--- src/design/qpht_pkg.sv ---
package qpht_pkg;

  localparam int KIND_W  = 2;
  localparam int KEY_W   = 48;
  localparam int LEN_W   = 32;
  localparam int RND_W   = 33;
  localparam int SLOT_W  = 8;
  localparam int COUNT_W = 9;
  localparam int LIMIT_W = 9;

  localparam logic [LIMIT_W-1:0] LOAD_LIMIT_RESET = 9'd128;
  localparam logic [COUNT_W-1:0] COUNT_MAX        = 9'd511;

  // operation codes (code 3 is not an operation and answers invalid)
  typedef enum logic [KIND_W-1:0] {
    KIND_INSERT = 2'd0,
    KIND_REMOVE = 2'd1,
    KIND_LOOKUP = 2'd2
  } kind_t;

  typedef enum logic [2:0] {
    ST_OK          = 3'd0,
    ST_NOT_FOUND   = 3'd1,
    ST_FULL        = 3'd2,
    ST_INVALID     = 3'd3,
    ST_PROBE_LIMIT = 3'd4
  } status_t;

  // controller to datapath
  typedef struct packed {
    logic clear;
    logic capture;
    logic hash;
    logic read;
    logic check;
    logic load_out;
  } cmd_t;

  // datapath to controller
  typedef struct packed {
    logic clr_last;
    logic early;
    logic home_done;
    logic probe_done;
  } sts_t;

endpackage

--- src/design/qpht_ctrl.sv ---
module qpht_ctrl (
  input  logic          clk,
  input  logic          rst,
  input  logic          in_valid,
  output logic          in_ready,
  output logic          out_valid,
  input  logic          out_ready,
  output qpht_pkg::cmd_t cmd,
  input  qpht_pkg::sts_t sts
);
  import qpht_pkg::*;

  typedef enum logic [2:0] {
    S_CLEAR,
    S_IDLE,
    S_HASH,
    S_READ,
    S_CHECK,
    S_FINISH
  } state_t;

  state_t state, state_next;

  assign in_ready = (state == S_IDLE);

  always_comb begin
    cmd        = '0;
    state_next = state;
    unique case (state)
      S_CLEAR: begin
        cmd.clear = 1'b1;
        if (sts.clr_last) state_next = S_IDLE;
      end
      S_IDLE: begin
        if (in_valid) begin
          cmd.capture = 1'b1;
          state_next  = S_HASH;
        end
      end
      S_HASH: begin
        cmd.hash = 1'b1;
        priority if (sts.early) state_next = S_FINISH;
        else if (sts.home_done) state_next = S_READ;
        else state_next = S_HASH;
      end
      S_READ: begin
        cmd.read   = 1'b1;
        state_next = S_CHECK;
      end
      S_CHECK: begin
        cmd.check  = 1'b1;
        state_next = sts.probe_done ? S_FINISH : S_READ;
      end
      S_FINISH: begin
        if (!out_valid || out_ready) begin
          cmd.load_out = 1'b1;
          state_next   = S_IDLE;
        end
      end
    endcase
  end

  always_ff @(posedge clk) begin
    if (rst) begin
      state     <= S_CLEAR;
      out_valid <= 1'b0;
    end else begin
      state <= state_next;
      if (cmd.load_out) begin
        out_valid <= 1'b1;
      end else if (out_ready) begin
        out_valid <= 1'b0;
      end
    end
  end

endmodule

--- config.mk ---
export PLATFORM = sky130hd
export DESIGN_NAME = qpht_ctrl
export DESIGN_NICKNAME = d
export VERILOG_FILES = /design/src/design/qpht_pkg.sv /design/src/design/qpht_ctrl.sv
export SDC_FILE = /design/constraint.sdc
export NUM_CORES = 1
export LEC_CHECK = 0
export ABC_AREA = 1
export BUFFER_PORTS_ARGS = -buffer_cell sky130_fd_sc_hd__clkbuf_2
export CELL_PAD_IN_SITES_DETAIL_PLACEMENT = 1
export CELL_PAD_IN_SITES_GLOBAL_PLACEMENT = 1
export CORE_AREA = 2 2 39 41
export DETAILED_ROUTE_END_ITERATION = 10
export DIE_AREA = 0 0 41 43
export PLACE_DENSITY_LB_ADDON = 0.3
export SYNTH_ARGS = -nofsm -noshare
export SYNTH_HDL_FRONTEND = slang
export SYNTH_SLANG_ARGS = --single-unit
--- constraint.sdc ---
create_clock -name clk -period 1.3 [get_ports clk]
set_input_delay 0.13 -clock clk [delete_from_list [all_inputs] [get_ports clk]]
set_output_delay 0.13 -clock clk [all_outputs]
set_load 0.05 [all_outputs]
* Word level (Yosys, flattened, before mapping) *
Cells that the tools add are included.

word-level totals
  output and inout bits = 8
  input bits = 8
  logic and storage cells = 32
  register bits after elaboration = 4

cells by class
  equal/unequal tests = 8
  multiplexer cells = 17
  reduce and logical (&&, ||, !) cells = 5

operators with widths
  cell                number
  $pmux 3 s6          1
  $mux 3              5
  $mux 1              11
  $eq 3x2->1 const B  2
  $eq 3x3->1 const B  2
  $ne 2x2->1 const B  3
  $eq 3x1->1 const B  1
  $logic_not 3->1     1
  $reduce_and 3->1    1
  $reduce_bool 2->1   1
  $logic_not 1->1     1
  $logic_or 1x1->1    1

* Longest topological paths before layout *
Gate-level depths: netlist (run 1).

  depth in word-level cells = 5
  gate-level depth with buffers = 8
  depth with buffers taken out = 8

* Least setup slack after synthesis (run 1) *
No wires, ideal clock.

  path kind = register -> register
  from = register state[0]
  to = register state[0]
  setup time = 0.114 ns
  arrival = 1.512 ns
  setup slack = -0.326 ns
  cell stages (with the launch flop) = 7
  data required time = 1.186 ns
  period minus slack after synthesis = 1.626 ns
  path buffers = 0
  cells stage by stage = dfxtp_1 > inv_1 > nand2_2 > nor2_1 > nand2_1 > a21oi_1 > nor2_1

on the way
  longest elaborated chain between the ends = 3
  elaborated cells on any way between the ends = 11
  those cells by class = eq/ne: 8; mux: 1; reduce/logical: 2

RTL lines
  element                                   line             text
  from (decl)                               qpht_ctrl.sv:22  state_t state, state_next;
  from (signal assigned)                    qpht_ctrl.sv:68  state <= state_next;
  $eq 3x3->1, or another cell as far along  qpht_ctrl.sv:29  unique case (state)
  $ne 2x2->1 (no source line)               --
  $reduce_and 3->1 (no source line)         --

Parallel ways exist; a longest one is shown, timed or not.
A chain may end at the register's enable or synchronous reset.

==> flow_metrics.tcl, run 1 <==
set metrics [dict create \
    run_status "completed" \
    final-hold-violation-count 0 \
    synth_area_per_cell_um2 5.500 \
    synth-seq-area-share_pct 30.33 \
    area_growth_syn_to_layout_pct 66.35 \
    final_cell_area_um2 439.2 \
    total_leakage_power_nw 0.2273 \
    route.vias.total 340 \
    antenna_cells 0 \
    fillers 186 \
    timing.critical_path.from_type "flop" \
    switching_power_w 0.0002822 \
    holdWs_ns 0.1076 \
    maxClockFrequency_mhz 806.6 \
    fp-row-count 14 \
    h_tree_levels 1 \
    dp.final_hpwl_um 616.1 \
    clkSinkCount 4 \
    drt_drc_violations_left 0 \
    max_slew_margin_pct 81.72 \
    syn-cell-area_um2 264.0 \
    worstSetupEndpointType "output port" \
    min_period_over_period_pct 95.37 \
    worstPathArrival_ns 1.11 \
    post_drt_wl_per_cell_um 9.415 \
    cp_data_required_time_ns 1.17 \
    worst_hold_path_type "input port to flop" \
    power.share.clock_pct 24.3 \
    yosys.cell_types.count 11 \
    detail_route.vias_per_cell 4.146 \
    worst_pin_slew_ns 0.2754 \
    post-route-min-period_ns 1.240 \
    globalplace.congestion 0.7043 \
    fin_worst_skew_ns 0.004875 \
    crit_fanout 4 \
    crit_buf_inv 2 \
    share_comb_of_total_power_pct 50.6 \
    rrSetupSlack_ns 0.18 \
    setup_viol 0 \
    post-cts-setup-buffer-count 0 \
    vias_in_the_first_global_route 336 \
    cts_hold_buf 0 \
    drt_first_iter_violations 3 \
    start_util_pct 19.08 \
    antenna_left 0 \
    finish.net_count 76 \
    io_pins 16 \
    place_area_um2 379.1 \
    critical_path.slowest_cell "sky130_fd_sc_hd__dfxtp_1" \
    cts_tree "built" \
    worst_ir_drop_vdd_uv 388.0 \
    grt_first_pass_wirelength_mm 1.269 \
    power_report.internal_total_w 0.0003399 \
    clk_transition_reported_paths_ns 0.03 \
    routed_wl_um 772 \
    max-cap-violations 0 \
    critPathTopFamily "buffers and inverters" \
    fp.coreArea_mm2 0.001384 \
    root_buffer "sky130_fd_sc_hd__clkbuf_4" \
    layout_cell_share_with_drive_strength_beyond_1_pct 42.42 \
    synthesis.instances 48 \
    clkLatencyLatePin_ns 0.23 \
    clockBufferDepth 2 \
    floorplan.die.width_um 41 \
    number_of_antenna_violations_at_the_first_check_in_global_routing 0 \
    critical_path_class "flop to output port" \
    synth.yosys.warnings 0 \
    commonest_cells_after_routing_fill_and_taps_aside "12 x sky130_fd_sc_hd__inv_1, 8 x sky130_fd_sc_hd__nor2_1, 8 x sky130_fd_sc_hd__clkbuf_2" \
    switching_share_pct 45.37 \
    track_usage_pct 10.53 \
    cp_cell_sequence "inv_1 -> nand3_1 -> nor2_2 -> buf_4" \
    cts_made_buffers 3 \
    total_die_area_mm2 0.001763 \
    pins_over_slew_limit 0 \
    globalRouteOverflowTotal 0 \
    grt_start_max_net_pins 6 \
    power_per_cell_area_mw_per_mm2 1417 \
    setup_repair_after_global_routing_missed_its_margin "yes" \
    die_h_um 43 \
    crit_path_largest_cell_delay_ns 0.30 \
    power.sequential.fraction_pct 25.1 \
    port-buffer-count 15 \
    layout.cells.most_common "sky130_fd_sc_hd__inv_1" \
    post_cts_sizing 7 \
    detail_route.first_pass.iterations 2 \
    postSynthRegisterBits 4 \
    syn_nets 56 \
]
==> layout make-up <==
| class | count | area, um^2 | area share [%] |
|---|---|---|---|
| Multi-Input combinational cell | 31 | 165.2 | 37.61 |
| Timing Repair Buffer | 15 | 100.1 | 22.79 |
| Sequential cell | 4 | 82.58 | 18.80 |
| Inverter | 13 | 48.80 | 11.11 |
| Clock buffer | 3 | 22.52 | 5.128 |
| Tap cell | 16 | 20.02 | 4.558 |
==> kinds of logic after synthesis <==
logic type / after synthesis / synth area share [%]
buffers and inverters: 13 / 18.48
AO/OA/AOI/OAI: 4 / 8.057
AND/OR/NAND/NOR: 27 / 43.13
flip-flops: 4 / 30.33
==> path summary, 6_finish.rpt <==
check	start	end	cells past startpoint
min reg2reg	out_valid	out_valid	4
max reg2reg	state[1]	state[0]	7
min	rst	state[2]	2
max	state[1]	cmd[0]	4
==> state kept, by name, summed over array words and instances (netlist names) <==
| signal | cells |
|---|---|
| out_valid | 1 |
| state | 3 |
==> synth_stat cells (all sizes together) <==
library cell   n  area [um^2]
a21oi          2        10.01
nor2          13        51.30
o21ai          1        5.000
inv           13        48.79
nand3          6        30.03
a31oi          1        6.260
dfxtp          4        80.08
nand2          8        32.54
==> power groups by stage <==
| stage | registers (W) | logic [W] | clock network (W) |
|---|---|---|---|
| floorplan | 0.000153 | 0.000219 | 0 |
| global placement | 0.000155 | 0.000280 | 0 |
| detailed placement | 0.000155 | 0.000281 | 0 |
| CTS | 0.000153 | 0.000300 | 0.000155 |
| global route | 0.000158 | 0.000340 | 0.000172 |
| finish | 0.000156 | 0.000315 | 0.000151 |
==> per-layer routing <==
metal  part of all wire, %  vias up  global-route usage, %  wire length [um]
met5                     0        -                      0                 0
met4                     0        0                  4.000                 0
met3                   5.2        0                  5.236                40
met2                    51        9                  15.94               394
met1                    44      151                  12.18               336
li1                      -      180                      -                 -
==> per-stage QoR <==
| step | util, % | worst slack (ns) | power [W] | setup TNS, ns | cells |
|---|---|---|---|---|---|
| after detailed placement | 27.40 | 0.1452 | 0.0004364 | 0 | 79 |
| after global routing | 31.74 | -0.01896 | 0.0006700 | -0.02402 | 82 |
| after global placement | 27.40 | 0.1639 | 0.0004352 | 0 | 79 |
| after CTS | 30.47 | 0.002576 | 0.0006079 | 0 | 82 |
| final | 31.74 | 0.06020 | 0.0006221 | 0 | 82 |
| after floorplan | - | -0.03347 | 0.0003712 | -0.03347 | 48 |
==> worst register-to-register path, stage by stage, from the launching register on <==
cell,delay (ns)
sky130_fd_sc_hd__dfxtp_1,0.30
sky130_fd_sc_hd__inv_1,0.12
sky130_fd_sc_hd__nand3_1,0.15
sky130_fd_sc_hd__nor2_1,0.20
sky130_fd_sc_hd__inv_1,0.08
sky130_fd_sc_hd__nand2_1,0.07
sky130_fd_sc_hd__a21oi_1,0.04
sky130_fd_sc_hd__nor2_1,0.10
No activity file was read; power rests on OpenSTA's default activity.
==> run 2: changes to the inputs <==
==> constraint.sdc (replaced) <==
create_clock -name clk -period 1.1 [get_ports clk]
set_input_delay 0.11 -clock clk [delete_from_list [all_inputs] [get_ports clk]]
set_output_delay 0.11 -clock clk [all_outputs]
set_load 0.05 [all_outputs]
==> run 2 against run 1 <==
Effect of this change: sequential power rose by 28%; flip-flop and latch count did not move; combinational power rose by 82%; the run now ends with setup timing left; clock power rose by 19%; critical path depth did not move; count of clock-buffer cells in the layout did not move; via count rose by 13%; highest routed layer unchanged; critical endpoint is now cmd[1]; clock skew fell by 0.0042 ns; power rose by 53%.
==> flow_metrics.tcl, run 2 (same netlist as run 1, synthesis figures left out) <==
set metrics [dict create \
    total_die_area_mm2 0.001763 \
    final-hold-violation-count 0 \
    switching_share_pct 42.82 \
    power.share.clock_pct 18.8 \
    globalplace.congestion 0.7208 \
    multi_input_comb_area_um2 219.0 \
    total_leakage_power_nw 0.2957 \
    run_status "finished, violations left" \
    antenna_left 0 \
    die_h_um 43 \
    dp.final_hpwl_um 702.1 \
    timing.critical_path.from_type "flop" \
    clkLatencyLatePin_ns 0.23 \
    report.power.total_w 0.0009527 \
    start_util_pct 19.08 \
    layout.cells.most_common "sky130_fd_sc_hd__inv_1" \
    min_period_over_period_pct 103.9 \
    fp.coreArea_mm2 0.001384 \
    number_of_antenna_violations_at_the_first_check_in_global_routing 0 \
    globalRouteOverflowTotal 0 \
    crit_path_largest_cell_delay_ns 0.37 \
    layout.area.seq_um2 90.09 \
    switching_power_w 0.0004079 \
    post_drt_wl_per_cell_um 10.78 \
    commonest_cells_after_routing_fill_and_taps_aside "9 x sky130_fd_sc_hd__inv_1, 8 x sky130_fd_sc_hd__clkbuf_2, 7 x sky130_fd_sc_hd__nor2_4" \
    fin_worst_skew_ns 0.0007204 \
    crit_fanout 3 \
    layout_cell_share_with_drive_strength_beyond_1_pct 62.16 \
    totalNegativeSetupSlack_ns -0.1964 \
    place_worst_setup_slack_ns 0.002163 \
    grt_start_max_net_pins 6 \
    drt_first_iter_violations 2 \
    setup_repair_after_global_routing_missed_its_margin "yes" \
    worstPathArrival_ns 1.03 \
    fp-row-count 14 \
    route.vias.total 385 \
    antenna_cells 0 \
    post-route-worst-setup-slack_ns -0.04298 \
    detail_route.vias_per_cell 4.278 \
    violations_in_the_final_reports "setup timing" \
    cts_tree "built" \
    clockBufferDepth 2 \
    post-route-min-period_ns 1.143 \
    largest_register_ff_count 3 \
    track_usage_pct 14.86 \
    h_tree_levels 1 \
    pins_over_slew_limit 0 \
    max_slew_margin_pct 81.76 \
    critical_path_class "flop to output port" \
    worst_pin_slew_ns 0.2748 \
    io_pins 16 \
    clk_transition_reported_paths_ns 0.04 \
    vias_in_the_first_global_route 433 \
    clkSinkCount 4 \
    critical_path.slowest_cell "sky130_fd_sc_hd__dfxtp_4" \
    fillers 173 \
    floorplan.die.width_um 41 \
    share_comb_of_total_power_pct 60.2 \
    power_report.internal_total_w 0.0005448 \
    cts_made_buffers 3 \
    worstSetupEndpointType "output port" \
    setup_viol 8 \
    detail_route.first_pass.iterations 2 \
    register_name_with_the_most_flops "state" \
    port-buffer-count 15 \
    routed_wl_um 970 \
    maxClockFrequency_mhz 874.9 \
    worst_ir_drop_vdd_uv 850.5 \
    grt_first_pass_wirelength_mm 1.787 \
    power_per_cell_area_mw_per_mm2 1496 \
    cp_data_required_time_ns 0.99 \
    drt_drc_violations_left 0 \
    power.sequential.fraction_pct 21.0 \
    max-cap-violations 0 \
    finish.net_count 84 \
    cp_cell_sequence "inv_6 -> buf_6 -> nor2_4 -> buf_8" \
    area_growth_syn_to_layout_pct 141.2 \
    root_buffer "sky130_fd_sc_hd__clkbuf_4" \
    worst_hold_path_type "input port to flop" \
    layout_top_registers "state (3), out_valid (1)" \
]
-- run 2: layer usage --
layer,global-route usage (%),up-vias,part of all wire (%)
met3,5.236,0,3.7
met2,23.75,11,59
met5,0,-,0
met1,18.01,176,37
met4,4.000,0,0
li1,-,198,-
-- run 2: final cells by class --
class | instances | area share [%]
repair buffers | 23 | 35.56
inverters | 13 | 9.234
multi-input cells | 31 | 34.38
flip-flops and latches | 4 | 14.15
clock buffers | 3 | 3.536
well taps | 16 | 3.143
-- run 2: critical path, delay by kind of cell (launching register included) --
| family | cells | cell delay (ns) |
|---|---|---|
| buffers and inverters | 3 | 0.31 |
| flip-flops | 1 | 0.37 |
| AND/OR/NAND/NOR | 1 | 0.12 |
-- run 2: repair_timing --
item                       CTS  global route
hold buffers                 0             0
buffers inserted             5             0
resized for setup           23            12
setup endpoints to repair    7            10
hold endpoints to repair     0             0
pin swaps                    4             1
-- run 2: per-stage QoR --
stage               utilization, %  instance area, um^2  instances  hold WS, ns
finish                       46.02                636.9         90      0.08819
global route                 46.02                636.9         90      0.08775
CTS                          43.76                605.6         90      0.08684
detailed placement           31.92                441.7         82       0.3282
global placement             31.92                441.7         82       0.3188
floorplan                        -                324.1         48       0.1697
-- run 2: worst paths after layout --
check	startpoint	endpoint	slack, ns	cells after the start
worst min-delay path	rst	state[2]	0.09	2
worst max-delay path	state[2]	cmd[1]	-0.04	4
worst min register to register	state[2]	out_valid	0.59	2
worst max register to register	state[0]	state[0]	-0.03	7
-- run 2: power by group through the flow --
stage | Sequential (W) | Combinational, W | Clock (W)
after global routing | 0.000202 | 0.000614 | 0.000203
after CTS | 0.000199 | 0.000540 | 0.000184
after floorplan | 0.000196 | 0.000287 | 0
final | 0.000200 | 0.000573 | 0.000179
after global placement | 0.000194 | 0.000379 | 0
after detailed placement | 0.000195 | 0.000380 | 0
